<file path="src/rtl/ipk_pkg.sv">
// Shared types and constants for the iambic paddle keyer.
// Holds the keyer phase encoding, request op codes, register map and register reset values.
// Used by iambic_paddle_keyer_core; depends on nothing.
`default_nettype none

package ipk_pkg;

   localparam int DUR_W  = 24;
   localparam int FREQ_W = 12;
   localparam int ADDR_W = 5;
   localparam int DATA_W = 32;
   localparam int IDX_W  = 3;

   localparam logic OP_PADDLE = 1'b0;
   localparam logic OP_TICK   = 1'b1;

   typedef enum logic [3:0] {
      PH_IDLE       = 4'd0,
      PH_IN_DOT_A   = 4'd1,
      PH_IN_DASH_A  = 4'd2,
      PH_AFT_DOT_A  = 4'd3,
      PH_AFT_DASH_A = 4'd4,
      PH_IN_DOT_B   = 4'd5,
      PH_IN_DASH_B  = 4'd6,
      PH_AFT_DOT_B  = 4'd7,
      PH_AFT_DASH_B = 4'd8
   } phase_type;

   typedef enum logic [1:0] {
      LEN_DOT  = 2'd0,
      LEN_DASH = 2'd1,
      LEN_GAP  = 2'd2
   } len_sel_type;

   localparam logic [IDX_W-1:0] REG_MODE_B    = 3'd0;
   localparam logic [IDX_W-1:0] REG_DOT_DUR   = 3'd1;
   localparam logic [IDX_W-1:0] REG_DASH_DUR  = 3'd2;
   localparam logic [IDX_W-1:0] REG_GAP_DUR   = 3'd3;
   localparam logic [IDX_W-1:0] REG_TONE_FREQ = 3'd4;

   localparam logic [DUR_W-1:0]  RST_DOT_DUR   = 24'd100000;
   localparam logic [DUR_W-1:0]  RST_DASH_DUR  = 24'd300000;
   localparam logic [DUR_W-1:0]  RST_GAP_DUR   = 24'd100000;
   localparam logic [FREQ_W-1:0] RST_TONE_FREQ = 12'd800;

endpackage

`default_nettype wire

</file>
<file path="src/rtl/iambic_paddle_keyer_core.sv">
// Iambic paddle keyer, mode A and mode B, with an APB-style register port.
// Depends on ipk_pkg for the phase encoding and the register map.
//
// Usage:
//   req_ channel: one beat is a paddle event (req_op 0, with both paddle
//   states) or an element-finished tick (req_op 1). rsp_ channel: one beat
//   is a tone request, issued only when the key state changes, so a request
//   beat gives zero or one response beat.
//   Each request beat is decided in the cycle it is accepted: keyer phase,
//   paddle latches and key state update at that edge, and the response beat,
//   if any, is valid from the next cycle. One request beat is taken every
//   cycle while the response register is empty or being drained; the
//   response register is the only stage between the channels.
//   When the receiver stalls with a response pending, req_ready drops until
//   that response is taken.
//   Reset returns the keyer to idle, latches cleared, key open, registers
//   at defaults. The user writes registers through csr_ only while no beat
//   is in flight (not enforced by the block); csr_pready is always high.
`default_nettype none

module iambic_paddle_keyer_core (
   input  wire logic                        clock,
   input  wire logic                        reset,
   input  wire logic                        req_valid,
   output logic                             req_ready,
   input  wire logic                        req_op,
   input  wire logic                        req_dot_pressed,
   input  wire logic                        req_dash_pressed,
   output logic                             rsp_valid,
   input  wire logic                        rsp_ready,
   output logic                             rsp_key_closed,
   output logic [ipk_pkg::DUR_W-1:0]        rsp_duration_us,
   output logic [ipk_pkg::FREQ_W-1:0]       rsp_frequency_hz,
   output logic                             rsp_slope_standard,
   input  wire logic                        csr_psel,
   input  wire logic                        csr_penable,
   input  wire logic                        csr_pwrite,
   input  wire logic [ipk_pkg::ADDR_W-1:0]  csr_paddr,
   input  wire logic [ipk_pkg::DATA_W-1:0]  csr_pwdata,
   output logic [ipk_pkg::DATA_W-1:0]       csr_prdata,
   output logic                             csr_pready
);

   logic                         mode_b_ff;
   logic [ipk_pkg::DUR_W-1:0]    dot_dur_ff;
   logic [ipk_pkg::DUR_W-1:0]    dash_dur_ff;
   logic [ipk_pkg::DUR_W-1:0]    gap_dur_ff;
   logic [ipk_pkg::FREQ_W-1:0]   tone_freq_ff;

   ipk_pkg::phase_type           phase_ff, phase_in, phase_work;
   logic                         dot_held_ff, dot_held_in;
   logic                         dash_held_ff, dash_held_in;
   logic                         dot_armed_ff, dot_armed_in;
   logic                         dash_armed_ff, dash_armed_in;
   logic                         squeeze_ff, squeeze_in;
   logic                         key_ff, key_in;

   logic                         rsp_valid_ff, rsp_valid_in;
   logic                         rsp_key_ff;
   logic [ipk_pkg::DUR_W-1:0]    rsp_dur_ff, rsp_dur_in;
   logic [ipk_pkg::FREQ_W-1:0]   rsp_freq_ff;

   logic                         accept;
   logic                         csr_write;
   logic [ipk_pkg::IDX_W-1:0]    csr_index;
   logic                         start;
   logic                         want_set;
   logic                         want_closed;
   ipk_pkg::len_sel_type         len_sel;
   logic                         emit;

   assign csr_pready = 1'b1;
   assign csr_write  = csr_psel & csr_penable & csr_pwrite & csr_pready;
   assign csr_index  = csr_paddr[ipk_pkg::ADDR_W-1:2];

   assign req_ready = ~rsp_valid_ff | rsp_ready;
   assign accept    = req_valid & req_ready;

   always_ff @(posedge clock) begin
      if (reset) begin
         mode_b_ff    <= 1'b0;
         dot_dur_ff   <= ipk_pkg::RST_DOT_DUR;
         dash_dur_ff  <= ipk_pkg::RST_DASH_DUR;
         gap_dur_ff   <= ipk_pkg::RST_GAP_DUR;
         tone_freq_ff <= ipk_pkg::RST_TONE_FREQ;
      end else if (csr_write) begin
         case (csr_index)
            ipk_pkg::REG_MODE_B:    mode_b_ff    <= csr_pwdata[0];
            ipk_pkg::REG_DOT_DUR:   dot_dur_ff   <= csr_pwdata[ipk_pkg::DUR_W-1:0];
            ipk_pkg::REG_DASH_DUR:  dash_dur_ff  <= csr_pwdata[ipk_pkg::DUR_W-1:0];
            ipk_pkg::REG_GAP_DUR:   gap_dur_ff   <= csr_pwdata[ipk_pkg::DUR_W-1:0];
            ipk_pkg::REG_TONE_FREQ: tone_freq_ff <= csr_pwdata[ipk_pkg::FREQ_W-1:0];
            default: ;
         endcase
      end
   end

   always_comb begin
      case (csr_index)
         ipk_pkg::REG_MODE_B:
            csr_prdata = {{(ipk_pkg::DATA_W-1){1'b0}}, mode_b_ff};
         ipk_pkg::REG_DOT_DUR:
            csr_prdata = {{(ipk_pkg::DATA_W-ipk_pkg::DUR_W){1'b0}}, dot_dur_ff};
         ipk_pkg::REG_DASH_DUR:
            csr_prdata = {{(ipk_pkg::DATA_W-ipk_pkg::DUR_W){1'b0}}, dash_dur_ff};
         ipk_pkg::REG_GAP_DUR:
            csr_prdata = {{(ipk_pkg::DATA_W-ipk_pkg::DUR_W){1'b0}}, gap_dur_ff};
         ipk_pkg::REG_TONE_FREQ:
            csr_prdata = {{(ipk_pkg::DATA_W-ipk_pkg::FREQ_W){1'b0}}, tone_freq_ff};
         default:
            csr_prdata = '0;
      endcase
   end

   always_comb begin
      dot_held_in   = dot_held_ff;
      dash_held_in  = dash_held_ff;
      dot_armed_in  = dot_armed_ff;
      dash_armed_in = dash_armed_ff;
      squeeze_in    = squeeze_ff;
      phase_work    = phase_ff;
      start         = 1'b0;

      // paddle event: record paddles, set latches, start from idle
      if (req_op == ipk_pkg::OP_PADDLE) begin
         dot_held_in  = req_dot_pressed;
         dash_held_in = req_dash_pressed;
         if (req_dot_pressed) dot_armed_in = 1'b1;
         if (req_dash_pressed) dash_armed_in = 1'b1;
         if (mode_b_ff && req_dot_pressed && req_dash_pressed) squeeze_in = 1'b1;
         if (phase_ff == ipk_pkg::PH_IDLE) begin
            if (req_dot_pressed) begin
               start      = 1'b1;
               phase_work = squeeze_in ? ipk_pkg::PH_AFT_DASH_B : ipk_pkg::PH_AFT_DASH_A;
            end else if (req_dash_pressed) begin
               start      = 1'b1;
               phase_work = squeeze_in ? ipk_pkg::PH_AFT_DOT_B : ipk_pkg::PH_AFT_DOT_A;
            end
         end
      end

      phase_in    = phase_work;
      want_set    = 1'b0;
      want_closed = 1'b0;
      len_sel     = ipk_pkg::LEN_GAP;

      if ((req_op == ipk_pkg::OP_TICK) || start) begin
         case (phase_work)
            ipk_pkg::PH_IN_DOT_A, ipk_pkg::PH_IN_DOT_B: begin
               want_set = 1'b1;
               len_sel  = ipk_pkg::LEN_GAP;
               phase_in = (phase_work == ipk_pkg::PH_IN_DOT_A) ?
                          ipk_pkg::PH_AFT_DOT_A : ipk_pkg::PH_AFT_DOT_B;
            end
            ipk_pkg::PH_IN_DASH_A, ipk_pkg::PH_IN_DASH_B: begin
               want_set = 1'b1;
               len_sel  = ipk_pkg::LEN_GAP;
               phase_in = (phase_work == ipk_pkg::PH_IN_DASH_A) ?
                          ipk_pkg::PH_AFT_DASH_A : ipk_pkg::PH_AFT_DASH_B;
            end
            ipk_pkg::PH_AFT_DOT_A, ipk_pkg::PH_AFT_DOT_B: begin
               if (!dot_held_in) dot_armed_in = 1'b0;
               if (phase_work == ipk_pkg::PH_AFT_DOT_B) begin
                  want_set    = 1'b1;
                  want_closed = 1'b1;
                  len_sel     = ipk_pkg::LEN_DASH;
                  phase_in    = ipk_pkg::PH_IN_DASH_A;
               end else if (dash_armed_in) begin
                  want_set    = 1'b1;
                  want_closed = 1'b1;
                  len_sel     = ipk_pkg::LEN_DASH;
                  if (squeeze_in) begin
                     squeeze_in = 1'b0;
                     phase_in   = ipk_pkg::PH_IN_DASH_B;
                  end else begin
                     phase_in   = ipk_pkg::PH_IN_DASH_A;
                  end
               end else if (dot_armed_in) begin
                  want_set    = 1'b1;
                  want_closed = 1'b1;
                  len_sel     = ipk_pkg::LEN_DOT;
                  phase_in    = ipk_pkg::PH_IN_DOT_A;
               end else begin
                  phase_in    = ipk_pkg::PH_IDLE;
               end
            end
            ipk_pkg::PH_AFT_DASH_A, ipk_pkg::PH_AFT_DASH_B: begin
               if (!dash_held_in) dash_armed_in = 1'b0;
               if (phase_work == ipk_pkg::PH_AFT_DASH_B) begin
                  want_set    = 1'b1;
                  want_closed = 1'b1;
                  len_sel     = ipk_pkg::LEN_DOT;
                  phase_in    = ipk_pkg::PH_IN_DOT_A;
               end else if (dot_armed_in) begin
                  want_set    = 1'b1;
                  want_closed = 1'b1;
                  len_sel     = ipk_pkg::LEN_DOT;
                  if (squeeze_in) begin
                     squeeze_in = 1'b0;
                     phase_in   = ipk_pkg::PH_IN_DOT_B;
                  end else begin
                     phase_in   = ipk_pkg::PH_IN_DOT_A;
                  end
               end else if (dash_armed_in) begin
                  want_set    = 1'b1;
                  want_closed = 1'b1;
                  len_sel     = ipk_pkg::LEN_DASH;
                  phase_in    = ipk_pkg::PH_IN_DASH_A;
               end else begin
                  phase_in    = ipk_pkg::PH_IDLE;
               end
            end
            default: ;
         endcase
      end

      emit   = want_set && (want_closed != key_ff);
      key_in = emit ? want_closed : key_ff;

      case (len_sel)
         ipk_pkg::LEN_DOT:  rsp_dur_in = dot_dur_ff;
         ipk_pkg::LEN_DASH: rsp_dur_in = dash_dur_ff;
         default:           rsp_dur_in = gap_dur_ff;
      endcase

      if (accept) begin
         rsp_valid_in = emit;
      end else if (rsp_ready) begin
         rsp_valid_in = 1'b0;
      end else begin
         rsp_valid_in = rsp_valid_ff;
      end
   end

   always_ff @(posedge clock) begin
      if (reset) begin
         phase_ff      <= ipk_pkg::PH_IDLE;
         dot_held_ff   <= 1'b0;
         dash_held_ff  <= 1'b0;
         dot_armed_ff  <= 1'b0;
         dash_armed_ff <= 1'b0;
         squeeze_ff    <= 1'b0;
         key_ff        <= 1'b0;
         rsp_valid_ff  <= 1'b0;
      end else begin
         rsp_valid_ff <= rsp_valid_in;
         if (accept) begin
            phase_ff      <= phase_in;
            dot_held_ff   <= dot_held_in;
            dash_held_ff  <= dash_held_in;
            dot_armed_ff  <= dot_armed_in;
            dash_armed_ff <= dash_armed_in;
            squeeze_ff    <= squeeze_in;
            key_ff        <= key_in;
         end
      end
   end

   always_ff @(posedge clock) begin
      if (accept && emit) begin
         rsp_key_ff  <= want_closed;
         rsp_dur_ff  <= rsp_dur_in;
         rsp_freq_ff <= want_closed ? tone_freq_ff : '0;
      end
   end

   assign rsp_valid          = rsp_valid_ff;
   assign rsp_key_closed     = rsp_key_ff;
   assign rsp_duration_us    = rsp_dur_ff;
   assign rsp_frequency_hz   = rsp_freq_ff;
   assign rsp_slope_standard = rsp_key_ff;

endmodule

`default_nettype wire

</file>
<file path="config.mk">
export PLATFORM = sky130hd
export DESIGN_NAME = iambic_paddle_keyer_core
export DESIGN_NICKNAME = d
export VERILOG_FILES = /design/src/rtl/ipk_pkg.sv /design/src/rtl/iambic_paddle_keyer_core.sv
export SDC_FILE = /design/constraint.sdc
export NUM_CORES = 1
export LEC_CHECK = 0
export BUFFER_PORTS_ARGS = -buffer_cell sky130_fd_sc_hd__buf_2
export CAP_MARGIN = 0
export CORE_MARGIN = 5
export CORE_UTILIZATION = 55
export DETAILED_ROUTE_END_ITERATION = 7
export GPL_ROUTABILITY_DRIVEN = 1
export PLACE_DENSITY = 0.87
export SYNTH_ARGS = -nofsm -noshare
export SYNTH_HDL_FRONTEND = slang
export SYNTH_SLANG_ARGS = --single-unit
</file>
<file path="constraint.sdc">
create_clock -name clock -period 11.81 [get_ports clock]
set_clock_uncertainty 0.05 [all_clocks]
set_input_delay 3.543 -clock clock [delete_from_list [all_inputs] [get_ports clock]]
set_output_delay 3.543 -clock clock [all_outputs]
set_load 0.03 [all_outputs]
</file>
After elaboration in Yosys (flattened, before gate mapping)

Cells that the tools add are included.

Reductions and logical operators: 20
Mux-type cells: 69
Equality and inequality tests: 14
Bitwise operators: 5

Operators by type and width:

| kind               | count |
|---|---|
| $pmux 24 s5        | 1 |
| $pmux 24 s2        | 1 |
| $mux 4             | 11 |
| $mux 1             | 39 |
| $eq 4x3->1 const B | 4 |
| $mux 2             | 8 |
| $pmux 4 s4         | 1 |
| $mux 3             | 4 |
| $reduce_and 2->1   | 6 |
| $eq 4x2->1 const B | 2 |
| $reduce_or 2->1    | 4 |
| $eq 3x2->1 const B | 2 |
| $eq 4x1->1 const B | 1 |
| $eq 4x4->1 const B | 1 |
| $logic_and 1x1->1  | 4 |
| $logic_not 4->1    | 1 |
| $pmux 1 s2         | 2 |
| $pmux 2 s2         | 1 |
| $reduce_or 4->1    | 1 |
| $and 1x1->1        | 3 |
| $eq 3x1->1 const B | 1 |
| $eq 3x3->1 const B | 1 |
| $logic_not 3->1    | 1 |
| $pmux 1 s3         | 1 |
| other kinds (7)    | 7 |

Input port bits: 47
Word-level logic and storage cells: 124
Register bits: 133
Output and inout bits: 73

Longest topological paths before layout

Gate-level depths: netlist of the first run.

Depth after elaboration: 21
Mapped depth: 8
Mapped depth without buffers: 6

Least setup slack after synthesis of the first run

No wires, ideal clock.

Kind: in2out
Start point: in csr_paddr[2] in the netlist's numbering
End point: out csr_prdata[10] in the netlist's numbering
Buffers on the path: 3
Arrival: 5.131 ns
Data required time: 8.217 ns
Cell stages on the path: 5
Slack: 3.086 ns
Cells stage by stage: buf_1 buf_1 buf_2 mux2i_1 o22ai_1

Longest elaborated chain between the ends: 2
Elaborated cells on any way between the ends: 6
Those cells by class: eq/ne: 4; mux: 1; reduce/logical: 1

Ends and longest elaborated chain:

| item                               | line                           | source |
|---|---|---|
| from (decl)                        | iambic_paddle_keyer_core.sv:38 | `input wire logic [ipk_pkg::ADDR_W-1:0] csr_paddr,` |
| $eq 3x3->1 (tied with other cells) | iambic_paddle_keyer_core.sv:99 | `case (csr_index)` |
| $pmux 24 s5 *                      | iambic_paddle_keyer_core.sv:99 |  |
| to (decl)                          | iambic_paddle_keyer_core.sv:40 | `output logic [ipk_pkg::DATA_W-1:0] csr_prdata,` |

Mark *: on every way between the ends. The rest lies on a longest branch, timed or not.

Worst setup path after layout of the first run

Start point: in csr_paddr[2] in the netlist's numbering
End point: out csr_prdata[0] in the netlist's numbering

Same word-level chain as after synthesis.

==> impl_metrics.toml, run 1 <==
[logic_synthesis]
ys_top_cells_by_area = "dfxtp_1 30%, edfxtp_1 17%, nand2_1 9.3%"
ys_types = 56
synth_common_cells = "160 x nand2_1, 96 x dfxtp_1, 74 x a21oi_1, 59 x nor2_1, 48 x mux2i_1"
synth-seq-cells = 133
synthCells = 732
synth_top_flop_cell = "dfxtp_1"
avgSynthCellArea_um2 = 8.815
yosys.area.top_type_share = 0.2978
yosysWarnings = 0
synth.largest_area_cell = "dfxtp_1"
synth_seq_area_share = 0.4700
yosysMostFrequentCell = "nand2_1"
syn_area_um2 = 6452
synth-edff-count = 37
async_reset_ff_frac = 0

[floorplanning]
chipWidth_um = 118.3
pin_count = 120
fp.dieH_um = 118.3
start_util = 0.5627
dieArea_um2 = 14000
rows = 39
coreArea_um2 = 11470

[placement]
gp_congestion = 0.9307
port_buffers = 100
dpl.hpwl_mm = 10.53

[detailed_routing]
ant_nets = 0
drt_iter0_drc = 500
wl_mm = 17.01
vias = 5670
firstDrtPassIters = 5
drc = 0
drt-wirelength-per-cell_um = 17.83
viasPerCell = 5.943

[timing]
setup_tns_ns = 0
rsz0062_at_grt = "no"
post-route-min-period_ns = 9.627
finalMaxSlewViolations = 0
worst_slew_pin_slew_ns = 1.193
fmax_mhz = 103.9
slew_headroom = 0.2028
min_period_over_period = 0.8151
final_hold_viol_count = 0
setup_violations = 0

[critical_path]
critPathKind = "in -> out"
path_cells = "buf_2, nor2b_1, a22oi_1, o22ai_1, buf_2"
slowest_delay_ns = 0.98
start_kind = "primary input"
crit_top_cell = "buf_2"
crit_arrival_ns = 6.03
cp.required_ns = 8.22
r2r_cells = 6
worst-path-stages = 5
path_max_fanout = 33
crit_family = "simple AND/OR/NAND/NOR gates"
path_buf_inv = 2
end_kind = "output port"
slowest_stage = "nor2b_1"

[grt]
antenna_found_initial = 0
grt.busiest_layer = "met2"
grt_util_met1 = 0.2952
grt_pass1_vias = 5609
met2_usage = 0.4026
grt_first_pass_wirelength_mm = 27.59
grt-ovfl-total = 0
grt_usage = 0.2404
grt_max_degree = 71
met3_usage = 0.05922

[layout]
nets = 844
seq_area_um2 = 3033
drive_above_1_share = 0.2185
fill_cells = 903
multi_input_area_um2 = 3104
areaGrowthSynthToFinish_pct = 14.74
utilization = 0.6456

[pwr]
clkPwrFrac = 0.399
p_seq_frac = 0.421
pwr-share-comb = 0.180
ir_drop_mv = 0.1045
swShare = 0.2936
p_leak_nw = 2.862
p_switching_uw = 354.1
p_int_uw = 851.9
powerDensity_nw_per_um2 = 162.9

[cts]
path_clk_slew_ns = 0.05
cts_sinks = 133
cts_hold_buffers = 0
cts_tree = "done"
clk_latency_ns = 0.42
cts_buffer_depth = 2
postCtsResizedCells = 0
postCtsSetupBuffers = 0
ctsHtreeMaxLevel = 4
ctsRootBufferMaster = "clkbuf_16"
cts-buffers-inserted = 17

[status]
outcome = "finished, final reports clean"

[min_path]
min_path_type = "reg -> reg"
min_path_cells = 2

[run]
cap_violations = 0
## power by group through the flow
stage / logic [mW] / registers, mW / clock network (mW)
final: 0.217 / 0.508 / 0.481
after global routing: 0.234 / 0.510 / 0.502
after CTS: 0.215 / 0.508 / 0.482
after detailed placement: 0.213 / 0.517 / 0
after global placement: 0.211 / 0.517 / 0
after floorplan: 0.150 / 0.535 / 0
## layout make-up
type	count	share of cell area
diodes	1	0.0003380
clock buffers	20	0.06033
clock inverters	12	0.01200
inverters	5	0.002535
multi-input cells	536	0.4193
flip-flops and latches	133	0.4097
well taps	143	0.02417
repair buffers	104	0.07166
## final timing paths
path	from	endpoint	slack (ns)
worst min register to register	dash_dur_ff[14]	dash_dur_ff[14]	0.42
worst min-delay path	dash_dur_ff[14]	dash_dur_ff[14]	0.42
worst max register to register	phase_ff[0]	rsp_frequency_hz[2]	8.30
worst max-delay path	csr_paddr[2]	csr_prdata[0]	2.18
## cells by family after synthesis
| family | Yosys count | synth area share |
|---|---|---|
| mux | 61 | 0.09715 |
| flops | 133 | 0.4700 |
| xor+xnor | 1 | 0.001358 |
| compound gates | 173 | 0.1772 |
| buf+inv | 70 | 0.05527 |
| other cells | 2 | 0.001164 |
| simple gates | 292 | 0.1978 |
## flip-flops by register name, indices dropped and copies added, names as in the netlist
name and flops:
dash_dur_ff 24, squeeze_ff 1, dot_dur_ff 24, mode_b_ff 1, dash_armed_ff 1, dash_held_ff 1, phase_ff 4, dot_armed_ff 1
rsp_valid 1, tone_freq_ff 12, dot_held_ff 1, rsp_duration_us 24, key_ff 1, gap_dur_ff 24, rsp_frequency_hz 12, rsp_key_closed 1
## routing by layer
metal	share of wire	wire length, µm	vias to the layer above
met3	0.086	1459	49
met1	0.40	6741	2675
met4	0.024	408	0
met2	0.49	8404	277
li1	-	-	2669
met5	0	0	-
## worst reg2reg max path: cells and delay by family (launching register included)
| kind | cells | cell delay (ns) |
|---|---|---|
| compound gates | 3 | 1.38 |
| flops | 1 | 0.43 |
| buf+inv | 1 | 0.45 |
| simple gates | 2 | 0.86 |
## stage by stage
| step | cell area (µm²) | instances | total power, mW | hold WS, ns | setup WS, ns |
|---|---|---|---|---|---|
| after detailed placement | 6865 | 921 | 0.7304 | 0.4128 | 2.295 |
| after floorplan | 6479 | 739 | 0.6840 | 0.3962 | 3.086 |
| after global placement | 6865 | 921 | 0.7273 | 0.4054 | 2.307 |
| final | 7403 | 954 | 1.206 | 0.4191 | 2.183 |
| after global routing | 7401 | 953 | 1.246 | 0.4462 | 2.151 |
| after CTS | 7401 | 953 | 1.205 | 0.4204 | 2.216 |
## layout by cell type (no fill, tap or decap), types with 4 or more instances in the layout
cell type,count
a21o_1,4
a21oi_1,74
a21oi_2,20
a22oi_1,26
a31oi_1,7
and2_1,14
buf_2,100
buf_4,4
clkbuf_16,17
clkinv_1,4
clkinv_2,4
conb_1,9
dfxtp_1,96
edfxtp_1,37
inv_1,5
mux2_2,13
mux2i_1,48
nand2_1,160
nand2b_1,7
nand3_1,26
nor2_1,58
nor2b_1,6
o21ai_0,7
o22ai_1,13
No activity file was read; power rests on OpenSTA's default activity.
==> inputs of run 2 (changes only) <==
CORE_UTILIZATION = 50   (was 55)
PLACE_DENSITY = 0.84   (was 0.87)
clock period = 8.3 ns   (was 11.81 ns; I/O delays follow)
==> impl_metrics.toml, run 2 (same netlist as run 1, synthesis figures left out) <==
[layout]
multi_input_area_um2 = 3104
antenna_cells = 0
utilization = 0.5961
seq_area_um2 = 3033
layout_common_cells = "160 x nand2_1, 100 x buf_2, 96 x dfxtp_1"
fill_cells = 1093
nets = 849
final_cells = 987
drive_above_1_share = 0.2307
areaGrowthSynthToFinish_pct = 16.58
final_common_cell = "nand2_1"
finalInstanceArea_um2 = 7522

[critical_path]
r2r_cells = 6
slowest_stage = "buf_2"
end_kind = "output port"
crit_top_cell = "buf_2"
crit_arrival_ns = 4.51
path_max_fanout = 33
startpoint = "csr_paddr[2]"
path_cells = "buf_2, nor2b_1, buf_4, a22oi_1, nor2_1, buf_2"
cp.required_ns = 5.76
critPathKind = "in -> out"
slowest_delay_ns = 0.70
start_kind = "primary input"
r2r_start = "phase_ff[0]"

[cts]
cts-buffers-inserted = 17
cts_tree = "done"
cts_sinks = 133
ctsHtreeMaxLevel = 4
postCtsSetupBuffers = 0
clk_latency_ns = 0.42
cts_hold_buffers = 0
cts_buffer_depth = 2
ctsRootBufferMaster = "clkbuf_16"
path_clk_slew_ns = 0.06
postCtsResizedCells = 0

[grt]
grt_first_pass_wirelength_mm = 27.65
grt_max_degree = 71
grt-ovfl-total = 0
grt_usage = 0.2348
antenna_found_initial = 0
grt_pass1_vias = 5459

[detailed_routing]
firstDrtPassIters = 6
drt-wirelength-per-cell_um = 18.03
vias = 5748
ant_nets = 0
wl_mm = 17.79
drt_iter0_drc = 705
drc = 0
viasPerCell = 5.824

[timing]
min_period_over_period = 0.8497
rsz0062_at_grt = "no"
final_hold_viol_count = 0
setup_tns_ns = 0
fmax_mhz = 141.8
post-route-min-period_ns = 7.053
worst_slew_pin_slew_ns = 1.161
slew_headroom = 0.2238
finalMaxSlewViolations = 0
setup_violations = 0
finalWorstSetupSlack_ns = 1.247

[min_path]
hold_start = "dash_dur_ff[23]"
min_path_cells = 2
min_path_type = "reg -> reg"

[status]
outcome = "finished, final reports clean"

[floorplanning]
start_util = 0.5113
chipWidth_um = 123.6
dieArea_um2 = 15280
rows = 41
fp.dieH_um = 123.6
coreArea_um2 = 12620
pin_count = 120

[pwr]
pwr-share-comb = 0.178
powerDensity_nw_per_um2 = 236.4
ir_drop_mv = 0.1387
p_switching_uw = 534.8
p_leak_nw = 2.903
swShare = 0.3007
p_int_mw = 1.244
p_seq_frac = 0.407
clkPwrFrac = 0.416

[placement]
gp_congestion = 0.9396
port_buffers = 100
dpl.hpwl_mm = 10.89
dp_slack_ns = 1.317
placed_area_um2 = 6939
dp.cells = 955

[run]
cap_violations = 0
run 2: changes by cell type in the layout (fill, tap and decap cells not counted):
| cell | delta |
|---|---|
| buf_4 | +5 |
| bufinv_16 | +1 |
| clkbuf_1 | -2 |
| clkbuf_8 | -1 |
| clkinv_1 | -4 |
| clkinv_2 | -1 |
| clkinv_4 | +3 |
| clkinvlp_4 | +2 |
| diode_2 | -1 |
| inv_6 | +2 |
run 2: through the flow:
stage / power [mW] / hold WS [ns]
6_report: 1.779 / 0.4210
5_1_grt: 1.838 / 0.4472
4_1_cts: 1.778 / 0.4195
3_5_place_dp: 1.045 / 0.4116
3_3_place_gp: 1.041 / 0.4069
2_1_floorplan: 0.9733 / 0.3962
run 2: layout make-up:
class	instances	area share
clock inverters	15	0.02096
flip-flops and latches	133	0.4032
multi-input cells	536	0.4127
inverters	5	0.002495
clock buffers	17	0.05655
repair buffers	109	0.07552
well taps	172	0.02861
run 2: path summary, 6_finish.rpt:
kind                                            end  slack (ns)
worst max-delay path                 csr_prdata[20]        1.25
worst min-delay path                dash_dur_ff[23]        0.42
worst max register to register  rsp_duration_us[19]        4.80
worst min register to register      dash_dur_ff[23]        0.42
run 2: power groups by stage:
| stage | registers [mW] | clock network, mW | logic (mW) |
|---|---|---|---|
| 3_5_place_dp | 0.737 | 0 | 0.308 |
| 4_1_cts | 0.723 | 0.744 | 0.312 |
| 6_report | 0.723 | 0.740 | 0.316 |
| 3_3_place_gp | 0.736 | 0 | 0.305 |
| 5_1_grt | 0.726 | 0.776 | 0.336 |
| 2_1_floorplan | 0.761 | 0 | 0.213 |
run 2: critical path, delay by kind of cell:
kind	cells	cell delay, ns
buffers and inverters	3	1.19
AND/OR/NAND/NOR	2	0.70
AO/OA/AOI/OAI	1	0.10
run 2: layer usage:
layer | track usage | share of wire
met3 | 0.06040 | 0.079
met5 | 0 | 0
met1 | 0.2974 | 0.41
met4 | 0.08581 | 0.025
met2 | 0.3870 | 0.48
